[src/hdl/stt_pkg.sv]
package stt_pkg;

  localparam int LINE_BITS   = 16;
  localparam int POS_BITS    = 16;
  localparam int VALUE_BITS  = 31;
  localparam int KIND_BITS   = 6;
  localparam int PREFIX_BITS = 56;
  localparam int PREFIX_LEN  = 7;
  localparam int NUM_KW      = 12;

  localparam logic [KIND_BITS-1:0] KIND_LPAREN = 6'd0;
  localparam logic [KIND_BITS-1:0] KIND_RPAREN = 6'd1;
  localparam logic [KIND_BITS-1:0] KIND_LBRACE = 6'd2;
  localparam logic [KIND_BITS-1:0] KIND_RBRACE = 6'd3;
  localparam logic [KIND_BITS-1:0] KIND_COMMA  = 6'd4;
  localparam logic [KIND_BITS-1:0] KIND_SEMI   = 6'd5;
  localparam logic [KIND_BITS-1:0] KIND_PLUS   = 6'd6;
  localparam logic [KIND_BITS-1:0] KIND_MINUS  = 6'd7;
  localparam logic [KIND_BITS-1:0] KIND_STAR   = 6'd8;
  localparam logic [KIND_BITS-1:0] KIND_SLASH  = 6'd9;
  localparam logic [KIND_BITS-1:0] KIND_ASSIGN = 6'd10;
  localparam logic [KIND_BITS-1:0] KIND_EQ     = 6'd11;
  localparam logic [KIND_BITS-1:0] KIND_STRING = 6'd18;
  localparam logic [KIND_BITS-1:0] KIND_INT    = 6'd19;
  localparam logic [KIND_BITS-1:0] KIND_DEC    = 6'd20;
  localparam logic [KIND_BITS-1:0] KIND_IDENT  = 6'd21;
  localparam logic [KIND_BITS-1:0] KIND_KW0    = 6'd22;
  localparam logic [KIND_BITS-1:0] KIND_END    = 6'd34;
  localparam logic [KIND_BITS-1:0] KIND_ERROR  = 6'd0;

  // held operator codes
  localparam logic [1:0] OP_EQ   = 2'd0;
  localparam logic [1:0] OP_BANG = 2'd1;
  localparam logic [1:0] OP_GT   = 2'd2;
  localparam logic [1:0] OP_LT   = 2'd3;

  localparam logic [7:0] CH_NL     = 8'h0A;
  localparam logic [7:0] CH_QUOTE  = 8'h22;
  localparam logic [7:0] CH_STAR   = 8'h2A;
  localparam logic [7:0] CH_DOT    = 8'h2E;
  localparam logic [7:0] CH_SLASH  = 8'h2F;
  localparam logic [7:0] CH_EQ     = 8'h3D;
  localparam logic [7:0] CH_BANG   = 8'h21;
  localparam logic [7:0] CH_GT     = 8'h3E;
  localparam logic [7:0] CH_LT     = 8'h3C;
  localparam logic [7:0] CH_LPAREN = 8'h28;
  localparam logic [7:0] CH_RPAREN = 8'h29;
  localparam logic [7:0] CH_LBRACE = 8'h7B;
  localparam logic [7:0] CH_RBRACE = 8'h7D;
  localparam logic [7:0] CH_COMMA  = 8'h2C;
  localparam logic [7:0] CH_SEMI   = 8'h3B;
  localparam logic [7:0] CH_PLUS   = 8'h2B;
  localparam logic [7:0] CH_MINUS  = 8'h2D;

  // keyword text, right aligned, in kind order
  localparam logic [PREFIX_BITS-1:0] KW_WORD [NUM_KW] = '{
    56'h74727565,         // true
    56'h66616c7365,       // false
    56'h6966,             // if
    56'h656c7365,         // else
    56'h666f72,           // for
    56'h7768696c65,       // while
    56'h6563686f,         // echo
    56'h65786563,         // exec
    56'h696e74,           // int
    56'h646f75626c65,     // double
    56'h737472696e67,     // string
    56'h626f6f6c65616e    // boolean
  };
  localparam logic [2:0] KW_LEN [NUM_KW] = '{
    3'd4, 3'd5, 3'd2, 3'd4, 3'd3, 3'd5, 3'd4, 3'd4, 3'd3, 3'd6, 3'd6, 3'd7
  };

  typedef struct packed {
    logic [KIND_BITS-1:0]  kind;
    logic [LINE_BITS-1:0]  line;
    logic [POS_BITS-1:0]   start;
    logic [POS_BITS-1:0]   length;
    logic [VALUE_BITS-1:0] value;
    logic                  sat;
    logic                  err;
    logic                  lst;
  } tok_t;

  typedef struct packed {
    tok_t       r0;
    tok_t       r1;
    logic [1:0] n;
  } push_t;

  function automatic tok_t make_tok(input logic [KIND_BITS-1:0] kind,
                                    input logic [LINE_BITS-1:0] line,
                                    input logic [POS_BITS-1:0] start,
                                    input logic [POS_BITS-1:0] length,
                                    input logic [VALUE_BITS-1:0] value,
                                    input logic sat, input logic err,
                                    input logic lst);
    tok_t t;
    t.kind   = kind;
    t.line   = line;
    t.start  = start;
    t.length = length;
    t.value  = value;
    t.sat    = sat;
    t.err    = err;
    t.lst    = lst;
    return t;
  endfunction

  function automatic logic [KIND_BITS-1:0] word_kind(
      input logic [PREFIX_BITS-1:0] prefix, input logic [POS_BITS-1:0] len);
    logic [KIND_BITS-1:0] k;
    k = KIND_IDENT;
    for (int i = 0; i < NUM_KW; i++) begin
      if (len == POS_BITS'(KW_LEN[i]) && prefix == KW_WORD[i]) begin
        k = KIND_KW0 + KIND_BITS'(i);
      end
    end
    return k;
  endfunction

  // acc*10 + digit, pinned at full scale with a sticky flag
  function automatic logic [VALUE_BITS:0] add_digit(input logic [VALUE_BITS-1:0] acc,
                                                    input logic ovf,
                                                    input logic [7:0] ch);
    logic [VALUE_BITS+3:0] p;
    p = {1'b0, acc, 3'b000} + {3'b000, acc, 1'b0} + (VALUE_BITS+4)'(ch[3:0]);
    if (p > (VALUE_BITS+4)'({VALUE_BITS{1'b1}})) begin
      return {1'b1, {VALUE_BITS{1'b1}}};
    end
    return {ovf, p[VALUE_BITS-1:0]};
  endfunction

endpackage

[src/hdl/stt_scan.sv]
module stt_scan import stt_pkg::*; (
  input  logic       clk,
  input  logic       rst,
  input  logic       accept,
  input  logic [7:0] ch,
  input  logic       eos,
  output push_t      push
);

  localparam logic [3:0] M_IDLE  = 4'd0;
  localparam logic [3:0] M_SLASH = 4'd1;
  localparam logic [3:0] M_LCOMM = 4'd2;
  localparam logic [3:0] M_BCOMM = 4'd3;
  localparam logic [3:0] M_BSTAR = 4'd4;
  localparam logic [3:0] M_OP    = 4'd5;
  localparam logic [3:0] M_STR   = 4'd6;
  localparam logic [3:0] M_INT   = 4'd7;
  localparam logic [3:0] M_FRAC  = 4'd8;
  localparam logic [3:0] M_IDENT = 4'd9;
  localparam logic [3:0] M_HALT  = 4'd10;

  logic [3:0]             mode, mode_next;
  logic [1:0]             op, op_next;
  logic [LINE_BITS-1:0]   line, line_next, line_inc;
  logic [POS_BITS-1:0]    pos, pos_next;
  logic [POS_BITS-1:0]    st, st_next;
  logic [POS_BITS-1:0]    len, len_next, len_grow;
  logic [VALUE_BITS-1:0]  acc, acc_next;
  logic                   ovf, ovf_next;
  logic [PREFIX_BITS-1:0] pre, pre_next;

  logic       is_dig, is_alp, taken, fl_hit, fr_hit;
  tok_t       fl_tok, fr_tok, end_tok;
  logic [VALUE_BITS:0] dsum;

  assign is_dig   = ch >= 8'h30 && ch <= 8'h39;
  assign is_alp   = (ch >= 8'h61 && ch <= 8'h7A) || (ch >= 8'h41 && ch <= 8'h5A);
  assign line_inc = (line == '1) ? line : line + 1'b1;
  assign len_grow = (len == '1) ? len : len + 1'b1;
  assign dsum     = add_digit(acc, ovf, ch);

  // held token, as it stands before this character
  always_comb begin
    fl_hit = 1'b1;
    fl_tok = make_tok(KIND_SLASH, line, st, len, '0, 1'b0, 1'b0, 1'b0);
    unique case (mode)
      M_SLASH: fl_tok.kind = KIND_SLASH;
      M_OP:    fl_tok.kind = KIND_ASSIGN + {3'b000, op, 1'b0};
      M_INT: begin
        fl_tok.kind  = KIND_INT;
        fl_tok.value = acc;
        fl_tok.sat   = ovf;
      end
      M_FRAC: begin
        fl_tok.kind  = KIND_DEC;
        fl_tok.value = acc;
        fl_tok.sat   = ovf;
      end
      M_IDENT: fl_tok.kind = word_kind(pre, len);
      default: fl_hit = 1'b0;
    endcase
  end

  assign end_tok = make_tok(KIND_END, line, pos, '0, '0, 1'b0, 1'b0, 1'b1);

  always_comb begin
    mode_next = mode;
    op_next   = op;
    line_next = line;
    pos_next  = (pos == '1) ? pos : pos + 1'b1;
    st_next   = st;
    len_next  = len;
    acc_next  = acc;
    ovf_next  = ovf;
    pre_next  = pre;
    push      = '0;
    taken     = 1'b1;
    fr_hit    = 1'b0;
    fr_tok    = make_tok(KIND_ERROR, line, pos, POS_BITS'(1), '0, 1'b0, 1'b0, 1'b0);
    if (mode == M_HALT) begin
      pos_next = pos;
    end else if (eos) begin
      pos_next  = pos;
      mode_next = M_HALT;
      if (mode == M_STR) begin
        push.r0 = make_tok(KIND_ERROR, line, st, len, '0, 1'b0, 1'b1, 1'b1);
        push.n  = 2'd1;
      end else if (fl_hit) begin
        push.r0 = fl_tok;
        push.r1 = end_tok;
        push.n  = 2'd2;
      end else begin
        push.r0 = end_tok;
        push.n  = 2'd1;
      end
    end else begin
      unique case (mode)
        M_LCOMM: begin
          if (ch == CH_NL) begin
            line_next = line_inc;
            mode_next = M_IDLE;
          end
        end
        M_BCOMM: begin
          if (ch == CH_STAR) mode_next = M_BSTAR;
          else if (ch == CH_NL) line_next = line_inc;
        end
        M_BSTAR: begin
          if (ch == CH_SLASH) begin
            mode_next = M_IDLE;
          end else if (ch != CH_STAR) begin
            mode_next = M_BCOMM;
            if (ch == CH_NL) line_next = line_inc;
          end
        end
        M_STR: begin
          len_next = len_grow;
          if (ch == CH_QUOTE) begin
            push.r0   = make_tok(KIND_STRING, line, st, len_grow, '0, 1'b0, 1'b0, 1'b0);
            push.n    = 2'd1;
            mode_next = M_IDLE;
          end else if (ch == CH_NL) begin
            line_next = line_inc;
          end
        end
        M_SLASH: begin
          if (ch == CH_SLASH) mode_next = M_LCOMM;
          else if (ch == CH_STAR) mode_next = M_BCOMM;
          else taken = 1'b0;
        end
        M_OP: begin
          if (ch == CH_EQ) begin
            len_next  = len_grow;
            push.r0   = make_tok(KIND_EQ + {3'b000, op, 1'b0}, line, st, len_grow, '0,
                                 1'b0, 1'b0, 1'b0);
            push.n    = 2'd1;
            mode_next = M_IDLE;
          end else begin
            taken = 1'b0;
          end
        end
        M_INT: begin
          if (is_dig) begin
            len_next = len_grow;
            {ovf_next, acc_next} = dsum;
          end else if (ch == CH_DOT) begin
            len_next  = len_grow;
            mode_next = M_FRAC;
          end else begin
            taken = 1'b0;
          end
        end
        M_FRAC: begin
          if (is_dig) len_next = len_grow;
          else taken = 1'b0;
        end
        M_IDENT: begin
          if (is_dig || is_alp) begin
            if (len < POS_BITS'(PREFIX_LEN)) pre_next = {pre[PREFIX_BITS-9:0], ch};
            len_next = len_grow;
          end else begin
            taken = 1'b0;
          end
        end
        default: taken = 1'b0;
      endcase

      if (!taken) begin
        mode_next = M_IDLE;
        unique case (ch)
          CH_NL:     line_next = line_inc;
          CH_LPAREN: begin fr_hit = 1'b1; fr_tok.kind = KIND_LPAREN; end
          CH_RPAREN: begin fr_hit = 1'b1; fr_tok.kind = KIND_RPAREN; end
          CH_LBRACE: begin fr_hit = 1'b1; fr_tok.kind = KIND_LBRACE; end
          CH_RBRACE: begin fr_hit = 1'b1; fr_tok.kind = KIND_RBRACE; end
          CH_COMMA:  begin fr_hit = 1'b1; fr_tok.kind = KIND_COMMA; end
          CH_SEMI:   begin fr_hit = 1'b1; fr_tok.kind = KIND_SEMI; end
          CH_PLUS:   begin fr_hit = 1'b1; fr_tok.kind = KIND_PLUS; end
          CH_MINUS:  begin fr_hit = 1'b1; fr_tok.kind = KIND_MINUS; end
          CH_STAR:   begin fr_hit = 1'b1; fr_tok.kind = KIND_STAR; end
          CH_EQ, CH_BANG, CH_GT, CH_LT: begin
            mode_next = M_OP;
            st_next   = pos;
            len_next  = POS_BITS'(1);
            op_next   = (ch == CH_EQ) ? OP_EQ : (ch == CH_BANG) ? OP_BANG :
                        (ch == CH_GT) ? OP_GT : OP_LT;
          end
          CH_SLASH: begin
            mode_next = M_SLASH;
            st_next   = pos;
            len_next  = POS_BITS'(1);
          end
          CH_QUOTE: begin
            mode_next = M_STR;
            st_next   = pos;
            len_next  = POS_BITS'(1);
          end
          default: begin
            if (is_dig) begin
              mode_next = M_INT;
              st_next   = pos;
              len_next  = POS_BITS'(1);
              acc_next  = VALUE_BITS'(ch[3:0]);
              ovf_next  = 1'b0;
            end else if (is_alp) begin
              mode_next = M_IDENT;
              st_next   = pos;
              len_next  = POS_BITS'(1);
              pre_next  = PREFIX_BITS'(ch);
            end
          end
        endcase
        if (fl_hit) begin
          push.r0 = fl_tok;
          push.r1 = fr_tok;
          push.n  = fr_hit ? 2'd2 : 2'd1;
        end else begin
          push.r0 = fr_tok;
          push.n  = fr_hit ? 2'd1 : 2'd0;
        end
      end
    end
  end

  always_ff @(posedge clk) begin
    if (rst) begin
      mode <= M_IDLE;
      op   <= '0;
      line <= LINE_BITS'(1);
      pos  <= '0;
      st   <= '0;
      len  <= '0;
      acc  <= '0;
      ovf  <= 1'b0;
      pre  <= '0;
    end else if (accept) begin
      mode <= mode_next;
      op   <= op_next;
      line <= line_next;
      pos  <= pos_next;
      st   <= st_next;
      len  <= len_next;
      acc  <= acc_next;
      ovf  <= ovf_next;
      pre  <= pre_next;
    end
  end

`ifndef SYNTHESIS
  a_halt_quiet: assert property (@(posedge clk) disable iff (rst)
    mode == M_HALT |-> push.n == 2'd0)
    else $error("tokens produced after end of stream");
  a_halt_sticky: assert property (@(posedge clk) disable iff (rst)
    mode == M_HALT |=> mode == M_HALT)
    else $error("scanner left halt without reset");
  a_push_range: assert property (@(posedge clk) disable iff (rst)
    push.n != 2'd3)
    else $error("more than two tokens for one character");
`endif

endmodule

[src/hdl/source_text_tokenizer_top.sv]
// Channel  Dir  Word                                       Accepted when
// s_*      in   tdata[7:0] char_code, tlast end_of_source  s_tvalid && s_tready
// m_*      out  tdata token fields, tuser error, tlast     m_tvalid && m_tready
//
// One character word per cycle while s_tready is high; each word produces zero, one or two tokens.
// Scanner state is registered when a word is accepted; tokens land in a four-word output queue.
// s_tready drops only when the queue holds three or more words.
// rst is synchronous; it returns the scanner to idle with line count one.
// After the end word (or an unterminated string) the block drops input until reset.
module source_text_tokenizer_top import stt_pkg::*; (
  input  logic        clk,
  input  logic        rst,
  input  logic        s_tvalid,
  output logic        s_tready,
  input  logic [7:0]  s_tdata,   // [7:0] char_code
  input  logic        s_tlast,   // end_of_source
  output logic        m_tvalid,
  input  logic        m_tready,
  // [5:0] token_kind, [21:6] token_line, [37:22] token_start,
  // [53:38] token_length, [84:54] int_value, [85] value_saturated, [87:86] zero
  output logic [87:0] m_tdata,
  output logic        m_tuser,   // error_flag
  output logic        m_tlast    // last
);

  push_t      push;
  logic       s_acc, m_acc;
  tok_t       q [4];
  logic [1:0] wp, rp;
  logic [2:0] count, count_next;
  tok_t       head;

  assign s_tready = count <= 3'd2;
  assign s_acc    = s_tvalid && s_tready;
  assign m_acc    = m_tvalid && m_tready;

  stt_scan u_scan (
    .clk    (clk),
    .rst    (rst),
    .accept (s_acc),
    .ch     (s_tdata),
    .eos    (s_tlast),
    .push   (push)
  );

  // queue: up to two words written per cycle, one read
  always_ff @(posedge clk) begin
    if (s_acc && push.n != 2'd0) q[wp] <= push.r0;
    if (s_acc && push.n == 2'd2) q[wp + 2'd1] <= push.r1;
  end

  assign count_next = count + (s_acc ? {1'b0, push.n} : 3'd0) - {2'b00, m_acc};

  always_ff @(posedge clk) begin
    if (rst) begin
      wp    <= '0;
      rp    <= '0;
      count <= '0;
    end else begin
      if (s_acc) wp <= wp + push.n;
      if (m_acc) rp <= rp + 2'd1;
      count <= count_next;
    end
  end

  assign head     = q[rp];
  assign m_tvalid = count != 3'd0;
  assign m_tdata  = {2'b00, head.sat, head.value, head.length, head.start, head.line,
                     head.kind};
  assign m_tuser  = head.err;
  assign m_tlast  = head.lst;

`ifndef SYNTHESIS
  a_no_overflow: assert property (@(posedge clk) disable iff (rst)
    s_acc |-> ({1'b0, count} + {2'b00, push.n}) <= 4'd4)
    else $error("token queue overrun");
  a_last_alone: assert property (@(posedge clk) disable iff (rst)
    m_tvalid && m_tlast |-> count == 3'd1)
    else $error("words queued behind the final word");
  a_reset_empty: assert property (@(posedge clk)
    $past(rst) |-> !m_tvalid)
    else $error("output valid right after reset");
`endif

endmodule
[config.mk]
export PLATFORM = sky130hd
export DESIGN_NAME = source_text_tokenizer_top
export DESIGN_NICKNAME = d
export VERILOG_FILES = /design/src/hdl/stt_pkg.sv /design/src/hdl/stt_scan.sv /design/src/hdl/source_text_tokenizer_top.sv
export SDC_FILE = /design/constraint.sdc
export NUM_CORES = 1
export LEC_CHECK = 0
export BUFFER_PORTS_ARGS = -buffer_cell sky130_fd_sc_hd__buf_2
export CORE_MARGIN = 3
export CORE_UTILIZATION = 25
export CTS_CLUSTER_DIAMETER = 150
export DETAILED_ROUTE_END_ITERATION = 16
export PLACE_DENSITY = 0.42
export SYNTH_ARGS = -nofsm -noshare
export SYNTH_HDL_FRONTEND = slang
export SYNTH_SLANG_ARGS = --single-unit
export TNS_END_PERCENT = 100
[constraint.sdc]
create_clock -name clk -period 5.3 [get_ports clk]
set_clock_uncertainty 0.15 [all_clocks]
set_input_delay 0.265 -clock clk [delete_from_list [all_inputs] [get_ports clk]]
set_output_delay 0.265 -clock clk [all_outputs]
set_load 0.005 [all_outputs]
==> results.toml <==
[routing]
via_per_inst = 5.33
totalWireLength_mm = 89.5
drtAntennaViolNets = 0
dr_total_vias = 21683
drt_iter0_drc = 1422
detail_route.wl_per_cell_um = 22.0
drcViolationCount = 0
drt_pass1_iterations = 5

[setup_path]
crit_required_ps = 5640
worst_r2r_path_depth = 15
end_kind = "flip-flop"
critPathKind = "input port to flip-flop"
reg2reg_to = "count[2]"
critPathLaunch = "s_tdata[3]"
worst_path_largest_cell_delay_ps = 590
critPathCapture = "u_scan.acc[12]"
r2r_slack_ps = 760
critical_path_arrival_ps = 4890
cp-start-kind = "input port"
r2r-start = "u_scan.mode[0]"
worst_path_max_delay_cell = "fa_1"
path_cells = "dlygate4sd3_1, buf_2, inv_1, fa_1, inv_1, ha_1, a211oi_1, o211ai_1, nand2_1, o41a_1, o21ai_1, nand4_1, a211o_1, buf_4, nor3_1, nor3_1"
cp_max_fo = 19

[yosys]
async_flop_share = 0
yosysWarnings = 0
yosys.area.top_type = "dfxtp_1"
syn_inst = 2625
netlist.area_leader.share = 0.275
yosysSeqAreaShare = 0.453
synthDistinctLibCells = 105
synth_ff_type = "dfxtp_1"
synth-edff-count = 156
synthTopCellsByArea = "dfxtp_1 (28%), edfxtp_1 (18%), mux4_2 (7.5%)"
ys_seq_elements = 519
syn_area_per_cell_sq_um = 10.1
syn-cell-area_sq_um = 26400

[finish]
regArea_sq_um = 12000
mostFrequentLayoutCell = "dfxtp_1"
n_fill_cell = 10960
layout.cells.non_filler = 4068
drive_gt1_frac = 0.151
syn_to_final_growth_pct = 14.4
final_util = 0.290
multi_input_area_sq_um = 13400
layout_common_cells = "dfxtp_1 (361), nor2_1 (250), nand2_1 (192), edfxtp_1 (156), a21oi_1 (151)"
nNetsFinal = 2725

[run_status]
status = "finished clean"

[sta]
rsz0062_at_grt = "false"
final.setup.tns_ps = 0
slew_viol_final = 0
period_needed_ps = 4550
relSlewSlack = 0.262
min_period_over_period = 0.859
tightestPinTransition_ps = 1110
fmax_ghz = 0.220
report.final.hold_viol_count = 0
fin_hold_ws_ps = 124
setup_viol = 0

[global_routing]
antenna_found_initial = 3
gr-total-overflow = 0
first_global_vias = 21755
grt_max_degree = 76
grt_first_pass_wirelength_mm = 136
grt_usage = 0.159

[clocking]
cts_made_buffers = 60
cts.sinks = 519
tritoncts = "built"
cts_resized = 0
clock_path_buffers = 3
root_buffer = "clkbuf_16"
path_clk_slew_ps = 60
htreeDepth = 2
worstSkewPairLatency_ps = 630

[placement]
gp_congestion = 0.843
port-buffer-count = 102
dp.cells = 3945
dp_hpwl_mm = 57.8

[floorplanning]
fp-row-count = 118
die_w_um = 331
dieArea_sq_um = 110000
io_pins = 105
core_sq_um = 104000
dieHeight_um = 331
start_util = 0.253

[power_and_ir_drop]
p_leak_uw = 0.0105
p_total_uw = 10400
vdd.ir_drop.worst_v = 0.000240
cellPowerDensity_nw_per_um2 = 343

[min_path]
hp-class = "input port to flip-flop"

[run]
cap_viol_max_count = 0
## timing repair
| item | in CTS | in global routing |
|---|---|---|
| setup buffers | 0 | 0 |
| hold buffers | 9 | 0 |
| endpoints found under the hold margin | 50 | 0 |
## stage by stage
step / setup WS, ps / cell area [sq um]
global route: 437 / 30200
detailed placement: 693 / 28200
global placement: 808 / 28200
floorplan: 1260 / 26400
CTS: 791 / 30200
finish: 747 / 30200
## flip-flops by register name, summed over array words and instances (netlist names), named ones only
signal and flops:
u_scan.mode 4, wp 2, u_scan.op 2, rp 2, q 352, u_scan.ovf 1
u_scan.acc 31, u_scan.pos 16, u_scan.st 16, u_scan.len 16, u_scan.pre 56, u_scan.line 16
count 3
## critical path: cells and delay by family
kind	cells	cell delay, ps
AOI/OAI and AO/OA	5	1740
adders and majority gates	2	880
buffers and inverters	5	1340
and+or+nand+nor	4	620
## layout make-up
cell class                      instances  area share
Antenna cell                            2    0.000166
Clock buffer                           78      0.0553
Clock inverter                         34     0.00774
Inverter                               30     0.00373
Multi-Input combinational cell       1854       0.443
Sequential cell                       519       0.396
Tap cell                             1380      0.0571
Timing Repair Buffer                  171      0.0373
## cells by family after synthesis
logic type,synth area share
other,0.000142
adders and majority gates,0.0369
and+or+nand+nor,0.171
xor gates and xnor gates,0.0189
muxes,0.0889
DFF,0.453
AOI/OAI and AO/OA,0.188
buffers and inverters,0.0433
## cells in the mapped netlist, types with 51 or more instances
library cell / instances
a21oi_1: 153
a22oi_1: 51
a32o_1: 105
buf_2: 53
clkbuf_1: 129
dfxtp_1: 363
edfxtp_1: 156
ha_1: 73
mux4_2: 88
nand2_1: 194
nand3_1: 73
nor2_1: 251
nor3_1: 91
o21ai_0: 79
o22ai_1: 82
## report_power, final
group          total [uW]  switching, uW  internal (uW)  leakage (uW)
Combinational        1900           1170            738       0.00503
Sequential           4440            187           4250       0.00454
Clock                4010           1710           2310      0.000939
Total               10400           3060           7300        0.0105
## how the worst min path moves through the flow
stage | slack [ps] | depth (start not counted) | end | start
2_1_floorplan | 280 | 1 | q[1][35] | q[1][35]
3_3_place_gp | 290 | 2 | q[0][33] | q[0][33]
3_5_place_dp | 300 | 2 | q[0][1] | q[0][1]
4_1_cts | 70 | 4 | wp[0] | s_tvalid
5_1_grt | 110 | 4 | wp[0] | s_tvalid
6_report | 120 | 4 | wp[0] | s_tvalid
## layer usage
| layer | part of all wire | up-vias | routed length [um] | GRT usage |
|---|---|---|---|---|
| met2 | 0.49 | 637 | 43600 | 0.275 |
| met1 | 0.44 | 10916 | 39700 | 0.208 |
| met4 | 0.022 | 2 | 1980 | 0.0435 |
| li1 | - | 9999 | - | - |
| met3 | 0.047 | 129 | 4230 | 0.0218 |
| met5 | 0.00015 | - | 13 | 0 |
(Power assumes the default switching activity.)
